<file path="config.mk">
export PLATFORM = sky130hd
export DESIGN_NAME = gsa_ctrl
export DESIGN_NICKNAME = d
export VERILOG_FILES = /design/src/rtl/gsa_pkg.sv /design/src/rtl/gsa_ctrl.sv
export SDC_FILE = /design/constraint.sdc
export NUM_CORES = 1
export LEC_CHECK = 0
export BUFFER_PORTS_ARGS = -buffer_cell sky130_fd_sc_hd__buf_2
export CORE_MARGIN = 2
export CORE_UTILIZATION = 48
export DETAILED_ROUTE_END_ITERATION = 8
export PLACE_DENSITY_LB_ADDON = 0.08
export SLEW_MARGIN = 20
export SYNTH_ARGS = -nofsm -noshare
export SYNTH_HDL_FRONTEND = slang
export SYNTH_SLANG_ARGS = --single-unit
</file>
<file path="constraint.sdc">
create_clock -name i_clk -period 3.6 [get_ports i_clk]
set_clock_uncertainty 0.05 [all_clocks]
set_input_delay 0.72 -clock i_clk [delete_from_list [all_inputs] [get_ports i_clk]]
set_output_delay 0.72 -clock i_clk [all_outputs]
set_load 0.005 [all_outputs]
</file>
<file path="src/rtl/gsa_pkg.sv">
`timescale 1ns / 1ps
// ----------------------------------------------------------------------------
// gsa_pkg
// Shared constants, codes and control structs for the suffix automaton block.
// ----------------------------------------------------------------------------
package gsa_pkg;

    localparam int MAX_NODES  = 4096;
    localparam int SYMBOLS    = 26;
    localparam int NODE_W     = 12;
    localparam int LEN_W      = 13;
    localparam int SYM_W      = 5;
    localparam int CNT_W      = 13;
    localparam int EDGE_DEPTH = MAX_NODES * SYMBOLS;
    localparam int EADDR_W    = $clog2(EDGE_DEPTH);

    localparam logic CMD_EXTEND = 1'b0;
    localparam logic CMD_QUERY  = 1'b1;

    typedef enum logic [4:0] {
        S_INIT, S_IDLE, S_RD_IN, S_CHK_IN, S_RD_T, S_CHK_T, S_CLR,
        S_L1_RD, S_L1_CHK, S_Q_RD, S_Q_CHK, S_COPY_RD, S_COPY_WR,
        S_FIX1, S_FIX2, S_L2_RD, S_L2_CHK, S_RES_RD, S_RES_CHK, S_OUT
    } t_state;

    typedef enum logic [2:0] {RD_NODE, RD_T, RD_P, RD_Q, RD_RES} t_rd_sel;
    typedef enum logic [2:0] {EW_NONE, EW_CLR, EW_LINK1, EW_COPY, EW_LINK2} t_ew;
    typedef enum logic [1:0] {LW_NONE, LW_INIT, LW_NP, LW_NQ} t_lw;
    typedef enum logic [2:0] {
        SW_NONE, SW_INIT, SW_NP_ONE, SW_NP_Q, SW_NQ_SQ, SW_Q_NQ, SW_NP_NQ
    } t_sw;
    typedef enum logic [2:0] {ST_NONE, ST_IN, ST_T, ST_FULL, ST_RES} t_st_sel;

    typedef struct packed {
        t_rd_sel rd_sel;
        t_ew     ew;
        t_lw     lw;
        t_sw     sw;
        t_st_sel st_sel;
        logic    load_in;
        logic    set_t;
        logic    set_p_node;
        logic    set_q_t;
        logic    alloc_np;
        logic    alloc_nq;
        logic    k_inc;
        logic    p_from_s;
        logic    q_from_e;
        logic    lenp_from_l;
        logic    set_res;
        logic    load_out;
    } t_ctrl_cmd;

    typedef struct packed {
        logic cmd;
        logic node_ok;
        logic sym_ok;
        logic t_nz;
        logic l_is_next;
        logic room;
        logic e_zero;
        logic e_is_q;
        logic p_zero;
        logic k_last;
        logic clone;
        logic out_busy;
    } t_ctrl_stat;

endpackage

</file>
<file path="src/rtl/gsa_ctrl.sv">
`timescale 1ns / 1ps
// ----------------------------------------------------------------------------
// gsa_ctrl
// Sequencer for reset fill, lookups, suffix-link walks and node cloning.
// ----------------------------------------------------------------------------
module gsa_ctrl
    import gsa_pkg::*;
(
    input  logic       i_clk,
    input  logic       i_rst_n,
    input  logic       i_in_valid,
    input  t_ctrl_stat i_stat,
    output logic       o_in_ready,
    output t_ctrl_cmd  o_cmd
);
    t_state r_state, n_state;

    always_ff @(posedge i_clk) begin
        if (!i_rst_n) begin
            r_state <= S_INIT;
        end else begin
            r_state <= n_state;
        end
    end

    always_comb begin
        n_state = r_state;
        unique case (r_state)
            S_INIT:    if (i_stat.k_last) n_state = S_IDLE;
            S_IDLE:    if (i_in_valid) n_state = S_RD_IN;
            S_RD_IN:   n_state = S_CHK_IN;
            S_CHK_IN: begin
                if (i_stat.cmd == CMD_QUERY || !i_stat.node_ok || !i_stat.sym_ok) begin
                    n_state = S_OUT;
                end else begin
                    n_state = S_RD_T;
                end
            end
            S_RD_T:    n_state = S_CHK_T;
            S_CHK_T: begin
                priority if (i_stat.t_nz && i_stat.l_is_next) n_state = S_OUT;
                else if (!i_stat.room) n_state = S_OUT;
                else if (i_stat.t_nz) n_state = S_Q_RD;
                else n_state = S_CLR;
            end
            S_CLR:     if (i_stat.k_last) n_state = S_L1_RD;
            S_L1_RD:   n_state = S_L1_CHK;
            S_L1_CHK: begin
                priority if (i_stat.e_zero) n_state = S_L1_RD;
                else if (i_stat.p_zero) n_state = S_RES_RD;
                else n_state = S_Q_RD;
            end
            S_Q_RD:    n_state = S_Q_CHK;
            S_Q_CHK:   n_state = i_stat.l_is_next ? S_RES_RD : S_COPY_RD;
            S_COPY_RD: n_state = S_COPY_WR;
            S_COPY_WR: n_state = i_stat.k_last ? S_FIX1 : S_COPY_RD;
            S_FIX1:    n_state = S_FIX2;
            S_FIX2:    n_state = S_L2_RD;
            S_L2_RD:   n_state = i_stat.p_zero ? S_RES_RD : S_L2_CHK;
            S_L2_CHK:  n_state = i_stat.e_is_q ? S_L2_RD : S_RES_RD;
            S_RES_RD:  n_state = S_RES_CHK;
            S_RES_CHK: n_state = S_OUT;
            S_OUT:     if (!i_stat.out_busy) n_state = S_IDLE;
            default:   n_state = S_INIT;
        endcase
    end

    always_comb begin
        o_cmd        = '0;
        o_cmd.rd_sel = RD_NODE;
        o_cmd.ew     = EW_NONE;
        o_cmd.lw     = LW_NONE;
        o_cmd.sw     = SW_NONE;
        o_cmd.st_sel = ST_NONE;
        o_in_ready   = 1'b0;
        unique case (r_state)
            S_INIT: begin
                o_cmd.ew    = EW_CLR;
                o_cmd.lw    = LW_INIT;
                o_cmd.sw    = SW_INIT;
                o_cmd.k_inc = 1'b1;
            end
            S_IDLE: begin
                o_in_ready    = 1'b1;
                o_cmd.load_in = 1'b1;
            end
            S_RD_IN: o_cmd.rd_sel = RD_NODE;
            S_CHK_IN: begin
                o_cmd.set_t = 1'b1;
                if (i_stat.cmd == CMD_QUERY || !i_stat.node_ok || !i_stat.sym_ok) begin
                    o_cmd.st_sel = ST_IN;
                end
            end
            S_RD_T: o_cmd.rd_sel = RD_T;
            S_CHK_T: begin
                priority if (i_stat.t_nz && i_stat.l_is_next) begin
                    o_cmd.st_sel = ST_T;
                end else if (!i_stat.room) begin
                    o_cmd.st_sel = ST_FULL;
                end else if (i_stat.t_nz) begin
                    o_cmd.set_p_node = 1'b1;
                    o_cmd.set_q_t    = 1'b1;
                end else begin
                    o_cmd.set_p_node = 1'b1;
                    o_cmd.alloc_np   = 1'b1;
                end
            end
            S_CLR: begin
                o_cmd.ew    = EW_CLR;
                o_cmd.lw    = LW_NP;
                o_cmd.k_inc = 1'b1;
            end
            S_L1_RD: o_cmd.rd_sel = RD_P;
            S_L1_CHK: begin
                priority if (i_stat.e_zero) begin
                    o_cmd.ew       = EW_LINK1;
                    o_cmd.p_from_s = 1'b1;
                end else if (i_stat.p_zero) begin
                    o_cmd.sw      = SW_NP_ONE;
                    o_cmd.set_res = 1'b1;
                end else begin
                    o_cmd.q_from_e    = 1'b1;
                    o_cmd.lenp_from_l = 1'b1;
                end
            end
            S_Q_RD: o_cmd.rd_sel = RD_Q;
            S_Q_CHK: begin
                if (i_stat.l_is_next) begin
                    o_cmd.sw      = SW_NP_Q;
                    o_cmd.set_res = 1'b1;
                end else begin
                    o_cmd.sw       = SW_NQ_SQ;
                    o_cmd.alloc_nq = 1'b1;
                end
            end
            S_COPY_RD: o_cmd.rd_sel = RD_Q;
            S_COPY_WR: begin
                o_cmd.ew    = EW_COPY;
                o_cmd.k_inc = 1'b1;
            end
            S_FIX1: begin
                o_cmd.lw = LW_NQ;
                o_cmd.sw = SW_Q_NQ;
            end
            S_FIX2: if (!i_stat.clone) o_cmd.sw = SW_NP_NQ;
            S_L2_RD: begin
                o_cmd.rd_sel = RD_P;
                if (i_stat.p_zero) o_cmd.set_res = 1'b1;
            end
            S_L2_CHK: begin
                if (i_stat.e_is_q) begin
                    o_cmd.ew       = EW_LINK2;
                    o_cmd.p_from_s = 1'b1;
                end else begin
                    o_cmd.set_res = 1'b1;
                end
            end
            S_RES_RD:  o_cmd.rd_sel = RD_RES;
            S_RES_CHK: o_cmd.st_sel = ST_RES;
            S_OUT:     o_cmd.load_out = !i_stat.out_busy;
            default: ;
        endcase
    end
endmodule

</file>
==> results of run 1 <==
metal layers:
layer	track usage [%]	up-vias
met5	0	-
met4	3.33	0
met3	3.46	2
met2	42.2	62
met1	33.3	534
li1	-	578
cells by family (layout without fill, tap and decap cells):
| group | Yosys count | after routing | synth area share, % |
|---|---|---|---|
| AOI/OAI and AO/OA | 39 | 39 | 31.2 |
| buffers and inverters | 16 | 50 | 9.59 |
| and+or+nand+nor | 76 | 76 | 46.0 |
| DFF | 5 | 5 | 11.3 |
| xor gates and xnor gates | 2 | 2 | 1.97 |
cell type report:
cell class	count	share of cell area (%)
well taps	25	2.87
repair buffers	43	20.2
inverters	3	1.03
multi-input cells	117	64.3
flip-flops and latches	5	9.17
clock buffers	4	2.41
report_power, final:
part	leakage (nW)	switching [mW]	total, mW	internal [mW]
clock	0.0150	0.0233	0.0653	0.0419
sequential	0.0408	0.0481	0.118	0.0701
combinational	0.484	0.219	0.390	0.171
total	0.540	0.291	0.574	0.283
metrics by stage:
stage / hold slack (ps) / setup WS, ps / cells
CTS: 571 / 776 / 197
finish: 582 / 754 / 197
global route: 629 / 544 / 197
floorplan: 684 / 1380 / 138
detailed placement: 566 / 1050 / 193
global placement: 560 / 1080 / 193
cells in the final DEF, fill, tap and decap left out, drive strengths merged, types with 5 or more instances in the layout:
master,Yosys,layout
buf,11,43
nor2,17,17
nand2,16,16
a21oi,9,9
nor3,7,7
and3,7,7
o21ai,7,7
nand3,5,5
nor3b,5,5
dfxtp,5,5
how the worst min path moves through the flow:
stage | start | cells past startpoint | slack, ps | endpoint
floorplan | r_state[4] | 3 | 680 | r_state[3]
global placement | r_state[1] | 2 | 560 | r_state[1]
detailed placement | r_state[1] | 2 | 570 | r_state[1]
CTS | r_state[1] | 2 | 570 | r_state[1]
global route | r_state[1] | 2 | 630 | r_state[1]
finish | r_state[1] | 2 | 580 | r_state[1]
tightest hold or removal path, cell delays in order (launching register included):
cell	delay, ps
dfxtp_1	410
nand2_1	100
o22ai_1	70
==> impl_metrics.json, run 1 <==
{
  "outcome": "finished clean",
  "utilization_pct": 63.2,
  "antennaDiodeCount": 0,
  "crit_path_end_kind": "primary output",
  "fin_setup_tns_ps": 0,
  "ys_async_sr_fraction_pct": 0,
  "critPathLaunch": "r_state[3]",
  "drt-met1-wl_mm": 1.17,
  "max_freq_mhz": 351,
  "place_area_sq_um": 1060,
  "synth.largest_area_cell": "dfxtp_1",
  "wl_per_cell_microns": 13.8,
  "hpwlAfterDp_mm": 2.09,
  "yosys-top-cells-area": "dfxtp_1, nor2_1, nand2_1",
  "htreeDepth": 1,
  "cts_tree": "done",
  "critPathRequiredTime_ps": 2830,
  "startpoint_type": "flop",
  "syn_avg_cell_area_sq_um": 6.43,
  "wl_met3_microns": 183,
  "r2r-start": "r_state[2]",
  "yosysSeqAreaShare_pct": 11.3,
  "r2r_end": "r_state[1]",
  "peakVddDrop_mv": 0.425,
  "syn_to_final_growth_pct": 23.0,
  "drive_gt1_share_pct": 29.1,
  "rr_worst_depth": 5,
  "postCtsSetupBuffers": 0,
  "ff2ff_setup_slack_ps": 1350,
  "critPathBufInv": 1,
  "dr.pass1.iters": 4,
  "vias": 1176,
  "io_pins": 42,
  "clk_latency_ps": 250,
  "grt_overflow": 0,
  "synth_seq_cells": 5,
  "crit_family": "simple AND/OR/NAND/NOR gates",
  "fin_crit_ps": 2850,
  "ant_nets": 0,
  "power_density_nw_per_um2": 526,
  "period_share_pct": 79.1,
  "cts_hold_buf": 0,
  "nets": 188,
  "worst_hold_path_type": "flop to flop",
  "max_slew_margin_pct": 47.8,
  "syn_nets": 153,
  "wl_met2_mm": 1.35,
  "maxCapViolCount": 0,
  "slowest_delay_ps": 690,
  "nFillCells": 186,
  "crit_chain": "nand2b_1 > nor2_1 > nand2b_1 > a21oi_1 > a41o_1 > buf_2",
  "synth_edf_count": 0,
  "syn_inst": 138,
  "die_w_microns": 47.0,
  "top_layer": "met4",
  "multiInputGateArea_sq_um": 702,
  "synthFlopType": "dfxtp_1",
  "wirelength_mm": 2.71,
  "vias_per_cell": 5.97,
  "register_area_sq_um": 100,
  "grt_max_degree": 26,
  "rows": 15,
  "cp.depth": 6,
  "crit_slowest_cell": "dfxtp_1",
  "total_power_uw": 574,
  "clockBufferDepth": 2,
  "yosysUniqueCellTypes": 47,
  "core_area_sq_um": 1730,
  "syn_area_sq_um": 887,
  "gp_congestion": 0.936,
  "crit_arrival_ps": 2080,
  "setup_viol_count_final": 0,
  "port_buffers": 41,
  "clock_sinks": 5,
  "hold_viol": 0,
  "grt_pass1_vias": 840,
  "critPathMaxFanout": 20,
  "cts_made_buffers": 3,
  "start_util_pct": 51.4,
  "largest_register_ffs": 5,
  "drc": 0,
  "die_area_sq_um": 2210,
  "crit_type": "flop to primary output",
  "grt_pass1_wl_mm": 3.88,
  "crit_path_end": "o_cmd[1]",
  "yosysWarnings": 0,
  "synthTopCellsByCount": "nor2_1, nand2_1, a21oi_1",
  "rsz0062_at_grt": "no",
  "drt_iter0_markers": 32,
  "cts_resized": 0,
  "top_regs": "r_state (5)",
  "clk_pin_slew_worst_paths_ps": 40,
  "root_buffer": "clkbuf_4",
  "leakage_nw": 0.540,
  "worst_pin_slew_ps": 782,
  "grtUsageTotal_pct": 24.5,
  "crit_top_cell": "nand2b_1",
  "antenna_found_initial": 0,
  "yosysMostFrequentCell": "nor2_1",
  "slew_violations": 0,
  "synth_top_area_share_pct": 11.3,
  "max_flop_register": "r_state",
  "dieHeight_microns": 47.0,
  "final_area_sq_um": 1090
}
Power figures use the tool's default switching activity.
==> inputs of run 2 (changes only) <==
--- a/config.mk
+++ b/config.mk
@@ -7,7 +7,7 @@
 export LEC_CHECK = 0
 export BUFFER_PORTS_ARGS = -buffer_cell sky130_fd_sc_hd__buf_2
 export CORE_MARGIN = 2
-export CORE_UTILIZATION = 48
+export CORE_UTILIZATION = 46
 export DETAILED_ROUTE_END_ITERATION = 8
 export PLACE_DENSITY_LB_ADDON = 0.08
 export SLEW_MARGIN = 20
==> constraint.sdc (replaced) <==
create_clock -name i_clk -period 2.85 [get_ports i_clk]
set_clock_uncertainty 0.05 [all_clocks]
set_input_delay 0.57 -clock i_clk [delete_from_list [all_inputs] [get_ports i_clk]]
set_output_delay 0.57 -clock i_clk [all_outputs]
set_load 0.005 [all_outputs]
==> run 2 against run 1 <==
Sequential share of layout area down 0.31 points. Via count grew 4.8%. First-iteration DRC count is 19% lower. Sequential cell count did not move. Sequential power increased by 31%. Wire length is 8.8% higher. Hold slack got worse by 13 ps. Clock-buffer cell count stayed put. Core utilization grew 0.78 points. Critical endpoint is now o_cmd[3]. Largest power group unchanged.
==> impl_metrics.json, run 2 (synthesis results as in run 1) <==
{
  "outcome": "finished clean",
  "crit_slowest_cell": "nor2_1",
  "largest_register_ffs": 5,
  "crit_family": "simple AND/OR/NAND/NOR gates",
  "clockBufferDepth": 2,
  "dr.pass1.iters": 4,
  "critPathRequiredTime_ps": 2230,
  "dieHeight_microns": 47.9,
  "cts_resized": 0,
  "maxCapViolCount": 0,
  "crit_arrival_ps": 1920,
  "drive_gt1_share_pct": 31.1,
  "place_area_sq_um": 1100,
  "cp.depth": 6,
  "die_area_sq_um": 2300,
  "slew_violations": 0,
  "layout_common_cells": "buf_2, nor2_1, nand2_1",
  "r2r-start": "r_state[0]",
  "critPathLaunch": "r_state[4]",
  "hold_slack_ps": 569,
  "crit_chain": "buf_4 > nand2b_1 > nor2_1 > nand2_1 > nor3_1 > buf_2",
  "ff2ff_setup_slack_ps": 650,
  "antennaDiodeCount": 0,
  "rr_worst_depth": 5,
  "period_share_pct": 89.2,
  "wl_per_cell_microns": 14.6,
  "r2r_end": "r_state[1]",
  "fin_crit_ps": 2540,
  "postCtsSetupBuffers": 0,
  "syn_to_final_growth_pct": 27.2,
  "power_density_nw_per_um2": 679,
  "final_area_sq_um": 1130,
  "total_power_uw": 766,
  "crit_path_end_kind": "primary output",
  "critPathBufInv": 2,
  "rsz0062_at_grt": "no",
  "cts_hold_buf": 0,
  "layout_commonest_cell": "buf_2",
  "setup_viol_count_final": 0,
  "ant_nets": 0,
  "top_regs": "r_state (5)",
  "port_buffers": 41,
  "leakage_nw": 0.566,
  "drc": 0,
  "combPwrFrac_pct": 69.0,
  "gp_congestion": 0.889,
  "switching_share_pct": 49.9,
  "die_w_microns": 47.9,
  "wirelength_mm": 2.95,
  "antenna_found_initial": 0,
  "clk_pin_slew_worst_paths_ps": 50,
  "vias_per_cell": 6.10,
  "worst_hold_path_type": "primary input to flop",
  "drt_iter0_markers": 26,
  "hpwlAfterDp_mm": 2.24,
  "io_pins": 42,
  "switching_power_uw": 382,
  "place_ws_ps": 613,
  "core_area_sq_um": 1760,
  "seqPwrFrac_pct": 20.2,
  "start_util_pct": 50.3,
  "critPathMaxFanout": 15,
  "htreeDepth": 1,
  "peakVddDrop_mv": 0.508,
  "root_buffer": "clkbuf_4",
  "max_slew_margin_pct": 52.9,
  "nets": 193,
  "grtUsageTotal_pct": 27.1,
  "fin_setup_tns_ps": 0,
  "utilization_pct": 64.0,
  "cts_tree": "done",
  "worst_pin_slew_ps": 705,
  "fin_cells": 202,
  "clock_sinks": 5,
  "grt_pass1_wl_mm": 4.42,
  "grt_overflow": 0,
  "clk_latency_ps": 250,
  "placed_cells": 198,
  "crit_path_end": "o_cmd[3]",
  "grt_max_degree": 25,
  "setup_ws_ps": 308,
  "pwr-share-clk_pct": 10.8,
  "cts_made_buffers": 3,
  "max_flop_register": "r_state",
  "crit_type": "flop to primary output",
  "hold_viol": 0,
  "max_freq_mhz": 393,
  "startpoint_type": "flop",
  "grt_pass1_vias": 1029,
  "internal-power_uw": 384,
  "rows": 15,
  "vias": 1233,
  "slowest_delay_ps": 340
}
==> run 2: final cells by class <==
cell class	instances	area, sq um
Multi-Input combinational cell	117	702
Fill cell	184	636
Timing Repair Buffer	48	258
Sequential cell	5	100
Tap cell	25	31.3
Clock buffer	4	26.3
Inverter	3	11.3
==> run 2: worst register-to-register path: cells and delay by family (launching register included) <==
family,cells,cell delay (ps)
compound gates,2,510
flops,1,770
simple gates,3,760
==> run 2: worst min path at each step <==
stage / start / end / slack [ps] / depth (start not counted)
6_report: i_rst_n / r_state[4] / 570 / 2
2_1_floorplan: i_rst_n / r_state[0] / 630 / 2
5_1_grt: i_rst_n / r_state[4] / 560 / 2
4_1_cts: i_rst_n / r_state[4] / 560 / 2
3_3_place_gp: r_state[1] / r_state[1] / 610 / 2
3_5_place_dp: r_state[1] / r_state[1] / 640 / 2
==> run 2: power by group through the flow <==
stage               Combinational (mW)  Sequential [mW]  Clock, mW
finish                           0.529            0.155     0.0825
global route                     0.587            0.159     0.0929
CTS                              0.522            0.151     0.0849
detailed placement               0.521            0.153          0
global placement                 0.513            0.151          0
floorplan                        0.402            0.101          0
==> run 2: routing by layer <==
layer | global-route usage [%] | wire length, microns | vias to the layer above
li1 | - | - | 587
met2 | 44.8 | 1410 | 81
met1 | 34.1 | 1150 | 559
met5 | 0 | 0 | -
met3 | 7.55 | 353 | 6
met4 | 8.11 | 43 | 0
==> inputs of run 3 (changes only) <==
--- a/config.mk
+++ b/config.mk
@@ -9,8 +9,7 @@
 export CORE_MARGIN = 2
 export CORE_UTILIZATION = 46
 export DETAILED_ROUTE_END_ITERATION = 8
-export PLACE_DENSITY_LB_ADDON = 0.08
-export SLEW_MARGIN = 20
+export PLACE_DENSITY = 0.83
 export SYNTH_ARGS = -nofsm -noshare
 export SYNTH_HDL_FRONTEND = slang
 export SYNTH_SLANG_ARGS = --single-unit
==> run 3 against run 2 <==
Largest power group unchanged. Die area did not move. Cell area is 0.55% lower. Sequential power grew 7%. Clock power shrank 4.5%. Sequential share of layout area rose by 0.16 points.
==> impl_metrics.json, run 3 (synthesis results as in run 1) <==
{
  "fin_setup_tns_ps": 0,
  "grt.busiest_layer": "met2",
  "ant_nets": 0,
  "final_area_sq_um": 1120,
  "gr-usage-met2_pct": 41.1,
  "nets": 192,
  "rr_worst_depth": 5,
  "crit_type": "flop to primary output",
  "setup_viol_count_final": 0,
  "crit_path_end_kind": "primary output",
  "nFillCells": 175,
  "place_area_sq_um": 1090,
  "hold_end": "r_state[4]",
  "fin_crit_ps": 2560,
  "clk_latency_ps": 240,
  "hold_viol": 0,
  "rsz0062_at_grt": "no",
  "maxCapViolCount": 0,
  "start_util_pct": 50.3,
  "dr.pass1.iters": 4,
  "slew_violations": 0,
  "min_from": "i_rst_n",
  "postCtsSetupBuffers": 0,
  "top_regs": "r_state (5)",
  "max_slew_margin_pct": 52.8,
  "drive_gt1_share_pct": 31.3,
  "ff2ff_setup_slack_ps": 700,
  "peakVddDrop_mv": 0.758,
  "grtUsageTotal_pct": 25.9,
  "r2r_end": "r_state[1]",
  "utilization_pct": 63.6,
  "htreeDepth": 1,
  "r2r-start": "r_state[1]",
  "total_power_uw": 753,
  "max_flop_register": "r_state",
  "worst_pin_slew_ps": 708,
  "crit_top_cell": "a21oi_1",
  "root_buffer": "clkbuf_4",
  "cts_made_buffers": 3,
  "clock_sinks": 5,
  "crit_chain": "nor3b_1 > a21oi_1 > nand2b_1 > a21oi_1 > a41o_1 > buf_2",
  "hpwlAfterDp_mm": 2.11,
  "largest_register_ffs": 5,
  "wl_per_cell_microns": 13.5,
  "cts_tree": "done",
  "vias": 1203,
  "dieHeight_microns": 47.9,
  "vias_per_cell": 5.99,
  "place_ws_ps": 440,
  "whs_path_depth": 2,
  "die_w_microns": 47.9,
  "clockBufferDepth": 2,
  "leakage_nw": 0.561,
  "critPathRequiredTime_ps": 2230,
  "crit_slowest_cell": "dfxtp_1",
  "io_pins": 42,
  "critPathMaxFanout": 21,
  "rows": 15,
  "slowest_delay_ps": 770,
  "worst_hold_path_type": "primary input to flop",
  "clk_pin_slew_worst_paths_ps": 40,
  "startpoint_type": "flop",
  "outcome": "finished clean",
  "core_area_sq_um": 1760,
  "grt_pass1_wl_mm": 4.31,
  "setup_ws_ps": 289,
  "grt_pass1_vias": 1000,
  "grt_max_degree": 25,
  "die_area_sq_um": 2300,
  "max_freq_mhz": 390,
  "antenna_found_initial": 0,
  "cts_resized": 0,
  "use_met1_pct": 35.5,
  "antennaDiodeCount": 0,
  "drc": 0,
  "grt_overflow": 0,
  "power_density_nw_per_um2": 671,
  "period_share_pct": 89.9,
  "syn_to_final_growth_pct": 26.5,
  "drt_iter0_markers": 73,
  "crit_arrival_ps": 1940,
  "layout_common_cells": "buf_2, nor2_1, nand2_1",
  "grtUsageMet3_pct": 3.40,
  "port_buffers": 41,
  "wirelength_mm": 2.72,
  "layout_commonest_cell": "buf_2",
  "cts_hold_buf": 0,
  "gp_congestion": 0.932
}
==> run 3: worst max path at each step <==
stage               endpoint  slack, ps        from
CTS                 o_cmd[3]        160  r_state[3]
floorplan           o_cmd[1]        780  r_state[3]
global route        o_cmd[1]        160  r_state[1]
finish              o_cmd[1]        290  r_state[1]
detailed placement  o_cmd[3]        440  r_state[3]
global placement    o_cmd[1]        540  r_state[3]
==> run 3: layout make-up <==
cell class                 instances  area, sq um  share of cell area [%]
multi-input combinational        117          702                    62.5
timing repair buffer              47          250                    22.3
sequential                         5          101                    9.03
tap                               25         31.3                    2.79
clock buffer                       4         26.3                    2.34
inverter                           3         11.3                    1.00
==> run 3: per-stage QoR <==
step,cells,hold WS [ps]
floorplan,138,635
global placement,197,725
detailed placement,197,717
CTS,201,554
global route,201,558
finish,201,566
==> run 3: power by group <==
part | switching (mW) | leakage (nW) | internal [mW]
clock | 0.0260 | 0.0150 | 0.0527
combinational | 0.267 | 0.505 | 0.241
sequential | 0.0776 | 0.0413 | 0.0886
total | 0.371 | 0.561 | 0.383
==> run 3: metal layers <==
layer	vias up	share of wire (%)
li1	593	-
met1	523	41
met2	80	48
met3	7	10
met4	0	1.1
met5	-	0
==> run 3: worst max-delay path: cells and delay by family (launching register included) <==
family	cells	cell delay [ps]
AO/OA/AOI/OAI	3	540
buffers and inverters	1	120
flip-flops	1	770
AND/OR/NAND/NOR	2	270
